[src/design/lwgs_pkg.sv]
`default_nettype none

package lwgs_pkg;

    // Field widths fixed by the stream and register formats.
    localparam int RANGE_W    = 16;
    localparam int IDX_W      = 10;
    localparam int START_W    = 31;
    localparam int STEP_W     = 25;
    localparam int ANGLE_W    = 32;
    localparam int SPEED_W    = 16;
    localparam int BSUM_W     = 20;
    localparam int CFG_IDX_W  = 3;
    localparam int CFG_DATA_W = 31;

    // Replacement for a sample outside the accepted range.
    localparam logic [RANGE_W-1:0] REPLACE_MM = 16'd5000;

    // Speed division: 0.5 in Q0.16 scaled by 2^28, over 2^28 + |angle|.
    localparam int                 DIV_STEPS    = 16;
    localparam int                 DIV_CNT_W    = 4;
    localparam logic [31:0]        ONE_Q28      = 32'h1000_0000;
    localparam logic [32:0]        DIV_REM_INIT = 33'h0_0800_0000;
    localparam logic [SPEED_W-1:0] SPEED_MAX    = 16'd32768;

    typedef enum logic [CFG_IDX_W-1:0] {
        CFG_RANGE_FLOOR   = 3'd0,
        CFG_RANGE_CEILING = 3'd1,
        CFG_FIRST_CENTER  = 3'd2,
        CFG_LAST_CENTER   = 3'd3,
        CFG_START_ANGLE   = 3'd4,
        CFG_ANGLE_STEP    = 3'd5
    } cfg_addr_t;

    typedef struct packed {
        logic [RANGE_W-1:0]        range_floor_mm;
        logic [RANGE_W-1:0]        range_ceiling_mm;
        logic [IDX_W-1:0]          first_center;
        logic [IDX_W-1:0]          last_center;
        logic signed [START_W-1:0] start_angle;
        logic [STEP_W-1:0]         angle_step;
    } cfg_t;

    // Outcome of one scan, handed from the window tracker to the steering unit.
    typedef struct packed {
        logic [IDX_W-1:0]  run_first;
        logic [IDX_W-1:0]  run_last;
        logic [BSUM_W-1:0] best_sum;
    } scan_rec_t;

    typedef enum logic [2:0] {
        ST_IDLE,
        ST_MUL,
        ST_ANG,
        ST_DIV,
        ST_DONE
    } back_state_t;

endpackage

`default_nettype wire

[src/design/lidar_widest_gap_steering.sv]
`default_nettype none

// Channel   Direction  Content
// s_axis    in         one range sample item; tlast marks the last sample of a scan
// m_axis    out        one steering item per scan
// cfg       in         register writes, no read-back
//
// The front end takes one sample item per cycle while its two-entry scan queue has room.
// Each scan's steering item is computed after its last sample by, in order,
// a 10 x 25 bit multiply, an add with clamp and a 16-step restoring divider.
// Reset is asynchronous and active low; it clears the scan state at once, with no sweep.
// A stalled output holds its item; the front end only stops when two scans are waiting.

module lidar_widest_gap_steering #(
    parameter int WINDOW_TAPS     = 9,
    parameter int MAX_SCAN_POINTS = 1024
) (
    input  wire logic                                clk,
    input  wire logic                                rst_n,
    // Sample stream.
    input  wire logic                                s_axis_tvalid,
    output logic                                     s_axis_tready,
    input  wire logic [15:0]                         s_axis_tdata,  // [15:0] range_sample
    input  wire logic                                s_axis_tlast,  // end_of_scan
    // Steering stream.
    output logic                                     m_axis_tvalid,
    input  wire logic                                m_axis_tready,
    // [9:0] hole_index, [41:10] steer_angle, [57:42] forward_speed,
    // [77:58] best_window_sum, [79:78] zero
    output logic [79:0]                              m_axis_tdata,
    // Configuration writes.
    input  wire logic                                cfg_wr_en,
    input  wire logic [lwgs_pkg::CFG_IDX_W-1:0]      cfg_addr,
    input  wire logic [lwgs_pkg::CFG_DATA_W-1:0]     cfg_wdata
);
    import lwgs_pkg::*;

    cfg_t      cfg_reg;
    logic      q_full;
    logic      q_empty;
    logic      q_push;
    logic      q_pop;
    scan_rec_t push_rec;
    scan_rec_t pop_rec;

    logic [IDX_W-1:0]          hole_index;
    logic signed [ANGLE_W-1:0] steer_angle;
    logic [SPEED_W-1:0]        forward_speed;
    logic [BSUM_W-1:0]         best_window_sum;

    // Configuration registers; a write to an unused index is ignored.
    always_ff @(posedge clk or negedge rst_n)
    begin
        if (!rst_n)
        begin
            cfg_reg.range_floor_mm   <= 16'd100;
            cfg_reg.range_ceiling_mm <= 16'd30000;
            cfg_reg.first_center     <= 10'd222;
            cfg_reg.last_center      <= 10'd545;
            cfg_reg.start_angle      <= -31'sd843314857;
            cfg_reg.angle_step       <= 25'd2342691;
        end
        else if (cfg_wr_en)
        begin
            unique case (cfg_addr)
                CFG_RANGE_FLOOR:   cfg_reg.range_floor_mm   <= cfg_wdata[RANGE_W-1:0];
                CFG_RANGE_CEILING: cfg_reg.range_ceiling_mm <= cfg_wdata[RANGE_W-1:0];
                CFG_FIRST_CENTER:  cfg_reg.first_center     <= cfg_wdata[IDX_W-1:0];
                CFG_LAST_CENTER:   cfg_reg.last_center      <= cfg_wdata[IDX_W-1:0];
                CFG_START_ANGLE:   cfg_reg.start_angle      <= $signed(cfg_wdata[START_W-1:0]);
                CFG_ANGLE_STEP:    cfg_reg.angle_step       <= cfg_wdata[STEP_W-1:0];
                default:
                begin
                end
            endcase
        end
    end

    // Front end: cleans each sample, keeps the window sum and tracks the best run.
    lwgs_front #(
        .WINDOW_TAPS     (WINDOW_TAPS),
        .MAX_SCAN_POINTS (MAX_SCAN_POINTS)
    ) u_front (
        .clk          (clk),
        .rst_n        (rst_n),
        .cfg          (cfg_reg),
        .in_valid     (s_axis_tvalid),
        .in_ready     (s_axis_tready),
        .range_sample (s_axis_tdata),
        .end_of_scan  (s_axis_tlast),
        .q_full       (q_full),
        .push         (q_push),
        .push_rec     (push_rec)
    );

    // Finished scans wait here so that the front end need not wait on the divider.
    lwgs_queue u_queue (
        .clk      (clk),
        .rst_n    (rst_n),
        .push     (q_push),
        .push_rec (push_rec),
        .full     (q_full),
        .pop      (q_pop),
        .pop_rec  (pop_rec),
        .empty    (q_empty)
    );

    // Back end: midpoint, steering angle and forward speed for each scan.
    lwgs_back u_back (
        .clk             (clk),
        .rst_n           (rst_n),
        .start_angle     (cfg_reg.start_angle),
        .angle_step      (cfg_reg.angle_step),
        .q_empty         (q_empty),
        .q_rec           (pop_rec),
        .q_pop           (q_pop),
        .out_valid       (m_axis_tvalid),
        .out_ready       (m_axis_tready),
        .hole_index      (hole_index),
        .steer_angle     (steer_angle),
        .forward_speed   (forward_speed),
        .best_window_sum (best_window_sum)
    );

    assign m_axis_tdata = {2'b00, best_window_sum, forward_speed, steer_angle, hole_index};

endmodule

`default_nettype wire

[src/design/lwgs_front.sv]
`default_nettype none

module lwgs_front #(
    parameter int WINDOW_TAPS     = 9,
    parameter int MAX_SCAN_POINTS = 1024
) (
    input  wire logic                          clk,
    input  wire logic                          rst_n,
    input  wire lwgs_pkg::cfg_t                cfg,
    input  wire logic                          in_valid,
    output logic                               in_ready,
    input  wire logic [lwgs_pkg::RANGE_W-1:0]  range_sample,
    input  wire logic                          end_of_scan,
    input  wire logic                          q_full,
    output logic                               push,
    output lwgs_pkg::scan_rec_t                push_rec
);
    import lwgs_pkg::*;

    localparam int HALF  = WINDOW_TAPS / 2;
    localparam int CNT_W = $clog2(MAX_SCAN_POINTS);
    localparam int SUM_W = RANGE_W + $clog2(WINDOW_TAPS);
    localparam int CMP_W = (CNT_W > IDX_W) ? CNT_W : IDX_W;

    logic [CNT_W-1:0]   cnt_reg;
    logic [RANGE_W-1:0] win_reg [WINDOW_TAPS];
    logic [SUM_W-1:0]   sum_reg;
    logic [SUM_W-1:0]   best_reg;
    logic [IDX_W-1:0]   first_reg;
    logic [IDX_W-1:0]   last_reg;

    logic [SUM_W-1:0]        sum_next;
    logic [SUM_W-1:0]        best_next;
    logic [IDX_W-1:0]        first_next;
    logic [IDX_W-1:0]        last_next;
    logic [CNT_W-1:0]        cnt_next;
    logic [RANGE_W-1:0]      clean;
    logic [CMP_W-1:0]        center;
    logic                    in_window;
    logic                    accept;
    logic [SUM_W+BSUM_W-1:0] best_wide;

    assign in_ready = !q_full;
    assign accept   = in_valid && in_ready;
    assign push     = accept && end_of_scan;

    always_comb
    begin
        if ((range_sample > cfg.range_floor_mm) && (range_sample < cfg.range_ceiling_mm))
        begin
            clean = range_sample;
        end
        else
        begin
            clean = REPLACE_MM;
        end

        // Running sum: the oldest sample leaves as the new one arrives.
        sum_next = sum_reg + SUM_W'(clean) - SUM_W'(win_reg[0]);

        center    = CMP_W'(cnt_reg) - CMP_W'(HALF);
        in_window = (cnt_reg >= CNT_W'(HALF))
                 && (center >= CMP_W'(cfg.first_center))
                 && (center <= CMP_W'(cfg.last_center));

        best_next  = best_reg;
        first_next = first_reg;
        last_next  = last_reg;
        if (in_window)
        begin
            if (sum_next > best_reg)
            begin
                best_next  = sum_next;
                first_next = center[IDX_W-1:0];
                last_next  = center[IDX_W-1:0];
            end
            else if (sum_next == best_reg)
            begin
                last_next = center[IDX_W-1:0];
            end
        end

        if (cnt_reg == CNT_W'(MAX_SCAN_POINTS - 1))
        begin
            cnt_next = '0;
        end
        else
        begin
            cnt_next = cnt_reg + 1'b1;
        end

        best_wide          = {{BSUM_W{1'b0}}, best_next};
        push_rec.run_first = first_next;
        push_rec.run_last  = last_next;
        push_rec.best_sum  = best_wide[BSUM_W-1:0];
    end

    always_ff @(posedge clk or negedge rst_n)
    begin
        if (!rst_n)
        begin
            cnt_reg   <= '0;
            sum_reg   <= '0;
            best_reg  <= '0;
            first_reg <= '0;
            last_reg  <= '0;
            for (int i = 0; i < WINDOW_TAPS; i++)
            begin
                win_reg[i] <= '0;
            end
        end
        else if (accept)
        begin
            if (end_of_scan)
            begin
                cnt_reg   <= '0;
                sum_reg   <= '0;
                best_reg  <= '0;
                first_reg <= '0;
                last_reg  <= '0;
                for (int i = 0; i < WINDOW_TAPS; i++)
                begin
                    win_reg[i] <= '0;
                end
            end
            else
            begin
                cnt_reg   <= cnt_next;
                sum_reg   <= sum_next;
                best_reg  <= best_next;
                first_reg <= first_next;
                last_reg  <= last_next;
                for (int i = 0; i < WINDOW_TAPS - 1; i++)
                begin
                    win_reg[i] <= win_reg[i+1];
                end
                win_reg[WINDOW_TAPS-1] <= clean;
            end
        end
    end

endmodule

`default_nettype wire

[src/design/lwgs_queue.sv]
`default_nettype none

module lwgs_queue (
    input  wire logic                clk,
    input  wire logic                rst_n,
    input  wire logic                push,
    input  wire lwgs_pkg::scan_rec_t push_rec,
    output logic                     full,
    input  wire logic                pop,
    output lwgs_pkg::scan_rec_t      pop_rec,
    output logic                     empty
);
    import lwgs_pkg::*;

    scan_rec_t   entry_reg [2];
    logic        wr_ptr_reg;
    logic        rd_ptr_reg;
    logic [1:0]  count_reg;

    logic do_push;
    logic do_pop;

    assign full    = (count_reg == 2'd2);
    assign empty   = (count_reg == 2'd0);
    assign do_push = push && !full;
    assign do_pop  = pop && !empty;
    assign pop_rec = entry_reg[rd_ptr_reg];

    always_ff @(posedge clk)
    begin
        if (do_push)
        begin
            entry_reg[wr_ptr_reg] <= push_rec;
        end
    end

    always_ff @(posedge clk or negedge rst_n)
    begin
        if (!rst_n)
        begin
            wr_ptr_reg <= 1'b0;
            rd_ptr_reg <= 1'b0;
            count_reg  <= 2'd0;
        end
        else
        begin
            if (do_push)
            begin
                wr_ptr_reg <= !wr_ptr_reg;
            end
            if (do_pop)
            begin
                rd_ptr_reg <= !rd_ptr_reg;
            end
            if (do_push && !do_pop)
            begin
                count_reg <= count_reg + 2'd1;
            end
            else if (do_pop && !do_push)
            begin
                count_reg <= count_reg - 2'd1;
            end
        end
    end

endmodule

`default_nettype wire

[src/design/lwgs_back.sv]
`default_nettype none

module lwgs_back (
    input  wire logic                              clk,
    input  wire logic                              rst_n,
    input  wire logic signed [lwgs_pkg::START_W-1:0] start_angle,
    input  wire logic [lwgs_pkg::STEP_W-1:0]       angle_step,
    input  wire logic                              q_empty,
    input  wire lwgs_pkg::scan_rec_t               q_rec,
    output logic                                   q_pop,
    output logic                                   out_valid,
    input  wire logic                              out_ready,
    output logic [lwgs_pkg::IDX_W-1:0]             hole_index,
    output logic signed [lwgs_pkg::ANGLE_W-1:0]    steer_angle,
    output logic [lwgs_pkg::SPEED_W-1:0]           forward_speed,
    output logic [lwgs_pkg::BSUM_W-1:0]            best_window_sum
);
    import lwgs_pkg::*;

    localparam int PROD_W = IDX_W + STEP_W;
    localparam int FULL_W = PROD_W + 2;

    back_state_t          state_reg;
    back_state_t          state_next;
    logic [IDX_W-1:0]     hole_reg;
    logic [BSUM_W-1:0]    bsum_reg;
    logic [PROD_W-1:0]    prod_reg;
    logic [ANGLE_W-1:0]   angle_reg;
    logic [31:0]          divisor_reg;
    logic [32:0]          rem_reg;
    logic [SPEED_W-1:0]   quot_reg;
    logic [DIV_CNT_W-1:0] cnt_reg;
    logic                 out_valid_reg;
    logic [IDX_W-1:0]     out_hole_reg;
    logic [ANGLE_W-1:0]   out_angle_reg;
    logic [SPEED_W-1:0]   out_speed_reg;
    logic [BSUM_W-1:0]    out_sum_reg;

    logic                     load_out;
    logic                     div_last;
    logic [IDX_W:0]           hole_sum;
    logic signed [FULL_W-1:0] ang_full;
    logic [ANGLE_W-1:0]       ang_sat;
    logic [ANGLE_W-1:0]       ang_mag;
    logic [32:0]              trial;

    // Next state.
    always_comb
    begin
        state_next = state_reg;
        unique case (state_reg)
            ST_IDLE:
            begin
                if (!q_empty)
                begin
                    state_next = ST_MUL;
                end
            end
            ST_MUL:  state_next = ST_ANG;
            ST_ANG:  state_next = ST_DIV;
            ST_DIV:
            begin
                if (div_last)
                begin
                    state_next = ST_DONE;
                end
            end
            ST_DONE:
            begin
                if (load_out)
                begin
                    state_next = ST_IDLE;
                end
            end
            default: state_next = ST_IDLE;
        endcase
    end

    // Control outputs.
    always_comb
    begin
        q_pop    = (state_reg == ST_IDLE) && !q_empty;
        div_last = (state_reg == ST_DIV) && (cnt_reg == DIV_CNT_W'(DIV_STEPS - 1));
        load_out = (state_reg == ST_DONE) && (!out_valid_reg || out_ready);
    end

    // Datapath helpers.
    always_comb
    begin
        hole_sum = {1'b0, q_rec.run_first} + {1'b0, q_rec.run_last};
        ang_full = FULL_W'(start_angle) + $signed({2'b00, prod_reg});

        // Clamp to the 32 bit signed range.
        if (!ang_full[FULL_W-1] && (|ang_full[FULL_W-2:ANGLE_W-1]))
        begin
            ang_sat = {1'b0, {(ANGLE_W-1){1'b1}}};
        end
        else if (ang_full[FULL_W-1] && !(&ang_full[FULL_W-2:ANGLE_W-1]))
        begin
            ang_sat = {1'b1, {(ANGLE_W-1){1'b0}}};
        end
        else
        begin
            ang_sat = ang_full[ANGLE_W-1:0];
        end

        if (ang_sat[ANGLE_W-1])
        begin
            ang_mag = ANGLE_W'(0) - ang_sat;
        end
        else
        begin
            ang_mag = ang_sat;
        end

        trial = {rem_reg[31:0], 1'b0};
    end

    always_ff @(posedge clk)
    begin
        unique case (state_reg)
            ST_IDLE:
            begin
                hole_reg <= hole_sum[IDX_W:1];
                bsum_reg <= q_rec.best_sum;
            end
            ST_MUL:
            begin
                prod_reg <= hole_reg * angle_step;
            end
            ST_ANG:
            begin
                angle_reg   <= ang_sat;
                divisor_reg <= ONE_Q28 + ang_mag;
                rem_reg     <= DIV_REM_INIT;
                quot_reg    <= '0;
                cnt_reg     <= '0;
            end
            ST_DIV:
            begin
                // One restoring-division step per cycle; the dividend's low bits are zero.
                if (trial >= {1'b0, divisor_reg})
                begin
                    rem_reg  <= trial - {1'b0, divisor_reg};
                    quot_reg <= {quot_reg[SPEED_W-2:0], 1'b1};
                end
                else
                begin
                    rem_reg  <= trial;
                    quot_reg <= {quot_reg[SPEED_W-2:0], 1'b0};
                end
                cnt_reg <= cnt_reg + 1'b1;
            end
            ST_DONE:
            begin
                if (load_out)
                begin
                    out_hole_reg  <= hole_reg;
                    out_angle_reg <= angle_reg;
                    out_speed_reg <= quot_reg;
                    out_sum_reg   <= bsum_reg;
                end
            end
            default:
            begin
            end
        endcase
    end

    always_ff @(posedge clk or negedge rst_n)
    begin
        if (!rst_n)
        begin
            state_reg     <= ST_IDLE;
            out_valid_reg <= 1'b0;
        end
        else
        begin
            state_reg <= state_next;
            if (load_out)
            begin
                out_valid_reg <= 1'b1;
            end
            else if (out_ready)
            begin
                out_valid_reg <= 1'b0;
            end
        end
    end

    assign out_valid       = out_valid_reg;
    assign hole_index      = out_hole_reg;
    assign steer_angle     = out_angle_reg;
    assign forward_speed   = out_speed_reg;
    assign best_window_sum = out_sum_reg;

    a_div_rem_below: assert property (@(posedge clk) disable iff (!rst_n)
        (state_reg == ST_DIV) |-> (rem_reg < {1'b0, divisor_reg}))
        else $error("division remainder not below divisor");

    a_div_divisor: assert property (@(posedge clk) disable iff (!rst_n)
        (state_reg == ST_DIV) |-> (divisor_reg >= ONE_Q28))
        else $error("speed divisor below one");

    a_speed_range: assert property (@(posedge clk) disable iff (!rst_n)
        load_out |-> (quot_reg <= SPEED_MAX))
        else $error("forward speed above one half");

    a_pop_idle: assert property (@(posedge clk) disable iff (!rst_n)
        q_pop |=> (state_reg == ST_MUL))
        else $error("record taken without starting the multiply");

endmodule

`default_nettype wire
[config.mk]
export PLATFORM = sky130hd
export DESIGN_NAME = lidar_widest_gap_steering
export DESIGN_NICKNAME = d
export VERILOG_FILES = /design/src/design/lwgs_pkg.sv /design/src/design/lidar_widest_gap_steering.sv /design/src/design/lwgs_front.sv /design/src/design/lwgs_queue.sv /design/src/design/lwgs_back.sv
export SDC_FILE = /design/constraint.sdc
export NUM_CORES = 2
export LEC_CHECK = 0
export ABC_CLOCK_PERIOD_IN_PS = 12200
export BUFFER_PORTS_ARGS = -buffer_cell sky130_fd_sc_hd__buf_4
export CORE_ASPECT_RATIO = 2
export CORE_UTILIZATION = 65
export DETAILED_ROUTE_END_ITERATION = 6
export PLACE_DENSITY = 0.84
export SLEW_MARGIN = 30
export SYNTH_ARGS = -nofsm -noshare
export SYNTH_HDL_FRONTEND = slang
export SYNTH_HIERARCHICAL = 1
export SYNTH_SLANG_ARGS = --single-unit
[constraint.sdc]
create_clock -name clk -period 12.2 [get_ports clk]
set_input_delay 2.44 -clock clk [delete_from_list [all_inputs] [get_ports clk]]
set_output_delay 2.44 -clock clk [all_outputs]
set_load 0.05 [all_outputs]
* After elaboration in Yosys (flattened, before gate mapping)
Memory sizes are Yosys's and may differ from the RTL's.
Cells that the tools add are included.
** Storage, ports and cells
- Register bits after elaboration :: 589
- RAM bits :: 80
- Bits of input ports :: 56
- Output and inout port bits :: 82
- Word-level logic and storage cells :: 147
- Memories kept :: 1
** Operators by class
- Add/subtract/negate cells :: 12
- Multipliers :: 1
- Magnitude comparators :: 7
- Eq/ne operators :: 16
- Multiplexer cells :: 33
- Reduce and logical (&&, ||, !) cells :: 40
** Memories
- u_queue.entry_reg :: depth 2, width 40, rd ports 1, clocked after memory_dff 0, write ports 1, RTL line lwgs_queue.sv:15 : scan_rec_t entry_reg [2];
** Operators with widths (count)
- 144-bit 2-to-1 mux :: 1
- 32-bit 2-to-1 mux :: 4
- 10-bit 2-to-1 mux :: 9
- 20-bit 2-to-1 mux :: 4
- 32-bit case mux with 2 select lines :: 1
- 31-bit by 36-bit adder with 37-bit output :: 1
- 10-bit by 25-bit multiplier with 35-bit output :: 1
- 33-bit by 32-bit >= comparator with 1-bit output :: 1
- 29-bit by 32-bit adder with 32-bit output, first input constant :: 1
- 16-bit case mux with 2 select lines :: 1
- 1-bit by 32-bit subtractor with 32-bit output, first input constant :: 1
- 32-bit subtractor :: 1
- 20-bit by 16-bit adder with 20-bit output :: 1
- 20-bit equality test :: 1
- 20-bit greater-than comparator :: 1
- 20-bit by 16-bit subtractor with 20-bit output :: 1
- 16-bit greater-than comparator :: 1
- 16-bit less-than comparator :: 1
- 16-bit 2-to-1 mux :: 1
- 3-bit case mux with 5 select lines :: 1
- 1-bit logical AND :: 14
- 2-bit AND reduction :: 7
- 3-bit by 2-bit equality test with 1-bit output, second input constant :: 4
- 10-bit by 10-bit adder with 11-bit output :: 1
- 27 further kinds :: 49

* Depth between registers and ports, before layout
- Depth after elaboration :: 10
- Depth in mapped cells :: 31
- Gate-level depth less buffers :: 28

* By module
The synthesis kept the hierarchy.
** By module, submodules not included
- lwgs_back :: times used 1, cells an instance 2123, area each 21753.4 µm², seq. area each 7847.5 µm²
- lwgs_front :: times used 1, cells an instance 1433, area each 12524.5 µm², seq. area each 5355.1 µm²
- lidar_widest_gap_steering :: times used 1, cells an instance 235, area each 4150.2 µm², seq. area each 2762.6 µm²
- lwgs_queue :: times used 1, cells an instance 144, area each 3286.9 µm², seq. area each 2502.4 µm²

* Least setup slack after synthesis
Ideal clock, no wire load.
- Kind :: input to register
- Start point :: input s_axis_tdata[13]
- End point :: register u_front.best_reg[14]
- Library setup time :: 0.066 ns
- Data arrival time :: 9.281 ns
- Data required time :: 12.134 ns
- Setup slack :: 2.853 ns
- Stages :: 28
- Buffers on the path :: 3
- Cells stage by stage :: ha_1 a21o_1 a21oi_1 nor2b_1 a311oi_1 o31a_1 nor3b_1 clkbuf_1 nand2_1 fa_1 inv_1 ha_1 a2111oi_0 a21oi_1 a31oi_1 nor2b_1 o311a_1 a211oi_1 inv_1 ha_1 nand4_1 or4_4 o221a_4 or4b_1 buf_6 nor3_4 buf_6 a22o_1
** Between the ends
- Longest elaborated chain between the ends :: 9
- Elaborated cells between the ends (all ways) :: 10
** Ends and longest elaborated chain
- from (decl) :: RTL line lidar_widest_gap_steering.sv:23 : input wire logic [15:0] s_axis_tdata,
- 16-bit greater-than comparator / 16-bit less-than comparator (equally long branches) :: RTL line lwgs_front.sv:49 : if ((range_sample > cfg.range_floor_mm) && (range_sample < cfg.range_ceiling_mm))
- 1-bit logical AND :: RTL line lwgs_front.sv:49
- 16-bit 2-to-1 mux * :: RTL line lwgs_front.sv:49
- 20-bit by 16-bit adder with 20-bit output * :: RTL line lwgs_front.sv:59 : sum_next = sum_reg + SUM_W'(clean) - SUM_W'(win_reg[0]);
- 20-bit by 16-bit subtractor with 20-bit output * :: RTL line lwgs_front.sv:59
- 20-bit greater-than comparator :: RTL line lwgs_front.sv:71 : if (sum_next > best_reg)
- 20-bit 2-to-1 mux * :: RTL line lwgs_front.sv:71
- 20-bit 2-to-1 mux * :: RTL line lwgs_front.sv:69 : if (in_window)
- 20-bit 2-to-1 mux * :: RTL line lwgs_front.sv:114 : if (end_of_scan)
- to (signal assigned) :: RTL line lwgs_front.sv:130 : best_reg <= best_next;
- to (decl) :: RTL line lwgs_front.sv:28 : logic [SUM_W-1:0] best_reg;
Every way passes the cells marked *; elsewhere a longest branch is shown, timed or not.
A chain may end at the register's enable or synchronous reset.

* Worst setup path after layout
- Start point :: input s_axis_tdata[15]
- End point :: register u_front.best_reg[18]
The elaborated chain is that of the path after synthesis.

==> impl_metrics.py <==
metrics = {
    "cts": {
        "cts_setup_buffers": 0,
        "clock-sinks": 668,
        "clk_latency_ns": 0.71,
        "root_buffer": "clkbuf_16",
        "htree_levels": 2,
        "cts_buffers": 58,
        "ctsLongestPathBuffers": 3,
        "cts_tree": "built",
        "post_cts_resized": 0,
        "clkTransAtPathRegs_ns": 0.07,
        "holdBufCountCts": 0,
    },
    "sta": {
        "fin_ws_ns": 1.95,
        "relSlewSlack_pct": 31.4,
        "rsz0062_at_grt": "false",
        "setup-tns-final_ns": 0,
        "skew_ns": 0.0625,
        "finalHoldViolations": 0,
        "max_freq_mhz": 97.5,
        "worstMarginPinSlew_ns": 1.02,
        "whs_ns": 0.411,
        "setup_violations": 0,
        "fin_crit_ns": 10.25,
        "slew_violations": 0,
        "fin_crit_sh_pct": 84.0,
    },
    "routing": {
        "drc": 0,
        "via_per_inst": 6.26,
        "num_vias": 30400,
        "wl_met1_um": 35300,
        "drt_iter0_markers": 2248,
        "drt_wl_total_um": 112000,
        "routedWlPerCell_um": 23.1,
        "drtPass1Iterations": 6,
        "dr.max_layer_used": "met5",
        "dr_wl_met3_um": 5910,
        "postRouteAntennaNets": 0,
        "met2_wirelength_um": 59700,
    },
    "flow_run": {
        "maxCapViolCount": 0,
    },
    "status": {
        "status": "completed",
    },
    "yosys": {
        "yosysSeqAreaShare_pct": 44.3,
        "synth.top_cell.area_share_pct": 24.3,
        "synth_edf_count": 338,
        "synth.area.top_cells": "edfxtp_1, dfrtp_1, fa_1",
        "synth_cells": 3935,
        "ys_top_cells_by_count": "nand2_1, inv_1, edfxtp_1",
        "yosysWarnings": 6,
        "yosysMostFrequentCell": "nand2_1",
        "synth_seq_cells": 668,
        "synth_area_um2": 41700,
        "synth_cell_types": 106,
        "async_flop_share_pct": 49.4,
        "avgSynthCellArea_um2": 10.6,
        "synth_top_area_cell": "edfxtp_1",
        "synth_ff_type": "edfxtp_1",
    },
    "critical_path": {
        "rrSetupSlack_ns": 3.30,
        "crit_fanout": 19,
        "crit_required_ns": 12.84,
        "worst_ep_arrival_time_ns": 10.89,
        "critical_path_class": "in2reg",
        "start_kind": "input pin",
        "crit_path_end_kind": "register",
    },
    "floorplan": {
        "coreArea_um2": 63600,
        "start_util_pct": 65.6,
        "die_x_um": 181,
        "die_area_um2": 65300,
        "rows": 131,
        "io_pins": 138,
        "die_h_um": 360,
    },
    "global_route": {
        "grt.total_usage_pct": 35.2,
        "grt_max_degree": 113,
        "grt_pass1_vias": 32100,
        "overflow": 0,
        "antenna_found_initial": 4,
        "grt_pass1_wl_um": 173000,
    },
    "final_layout": {
        "seq_area_um2": 18500,
        "largest_reg_flops": 144,
        "area_growth_pct": 9.00,
        "finish.utilization_pct": 71.5,
        "fillers": 4515,
        "multi_input_area_um2": 20900,
        "layout-drive-gt1-share_pct": 14.4,
        "nNetsFinal": 4511,
    },
    "place": {
        "dp_hpwl_um": 81900,
        "gp_congestion": 1.04,
        "port-buffer-count": 135,
        "pre_cts_ws_ns": 1.40,
    },
    "hold_path": {
        "hold_path.class": "reg2reg",
    },
}
## critical path, stage by stage
cell       delay, ns
buf_4           0.14
ha_1            0.30
nand4_1         0.15
nor2_1          0.26
o211ai_1        0.13
a21oi_1         0.17
o31a_1          0.35
nor3b_1         0.78
buf_4           0.30
nand2_1         0.08
fa_1            0.48
inv_1           0.04
ha_1            0.32
a2111oi_0       0.40
o21ai_0         0.21
a31oi_1         0.53
a2bb2oi_1       0.18
xnor2_1         0.48
inv_1           0.13
ha_1            0.37
nand4_2         0.15
or4_4           0.57
o221a_4         0.25
or4b_1          0.71
nor3_4          0.70
a22o_1          0.27
## metrics by stage
| stage | cell area (um2) | std cells |
|---|---|---|
| floorplan | 41700 | 3936 |
| global placement | 43400 | 4743 |
| detailed placement | 43400 | 4744 |
| CTS | 45400 | 4854 |
| global route | 45500 | 4855 |
| finish | 45500 | 4859 |
## routing by layer
metal  vias to the layer above  GRT usage (%)
met4                         2           30.9
li1                      13500              -
met3                       587           5.46
met1                     15000           33.4
met2                      1304           64.8
met5                         -              0
## cell usage in the layout (no fill, tap or decap), types with 10 or more instances in the layout
master	n
dfrtp_1	281
o21a_1	23
xnor2_1	88
o31ai_1	10
nand3_1	160
edfxtp_1	338
o21ai_0	158
a31oi_1	28
a21oi_1	144
nand2_1	564
nand4_1	33
nor2_1	141
buf_4	183
a31o_2	22
inv_1	434
nor3_1	31
clkbuf_16	58
dfstp_2	48
fa_1	201
nor2b_1	33
a211oi_1	21
xor2_1	52
nand2b_1	21
or3_1	11
a21o_1	60
and3_1	16
clkbuf_1	12
ha_1	247
mux2_2	133
mux2_4	39
a22o_1	25
and2_1	154
mux2i_1	28
o21bai_1	21
## kinds of logic after synthesis
kind of cell	count (synthesis)	synth area share [%]
compound gates	631	10.0
xor+xnor	141	2.98
buf+inv	610	5.85
flops	668	44.3
fa+ha+maj	448	17.1
simple gates	1234	14.1
other cells	1	0.00899
mux	202	5.72
## final timing paths
| path | start | endpoint | depth (start not counted) |
|---|---|---|---|
| worst max-delay path | s_axis_tdata[15] | u_front/best_reg[18]$_DFFE_PN0P_ | 26 |
| worst min-delay path | u_back/angle_reg[30]$_DFFE_PP_ | u_back/steer_angle[30]$_DFFE_PP_ | 0 |
| worst max register to register | cfg_reg[89]$_DFFE_PN1P_ | u_front/best_reg[18]$_DFFE_PN0P_ | 26 |
| worst min register to register | u_back/angle_reg[30]$_DFFE_PP_ | u_back/steer_angle[30]$_DFFE_PP_ | 0 |
| max in group asynchronous | rst_n | u_front/win_reg[71]$_DFFE_PN0P_ | 4 |
| min in group asynchronous | rst_n | u_front/win_reg[80]$_DFFE_PN0P_ | 1 |
## cell type report
| cell class | count | area share, % |
|---|---|---|
| multi-input combinational | 2658 | 46.0 |
| sequential | 668 | 40.6 |
| inverter | 435 | 3.60 |
| clock buffer | 73 | 3.38 |
| timing repair buffer | 186 | 3.18 |
| tap | 798 | 2.20 |
| clock inverter | 37 | 0.982 |
| antenna | 4 | 0.0220 |
Power is not shown: default switching activity piles up to over one toggle a cycle in this logic, so the estimate is an artifact.
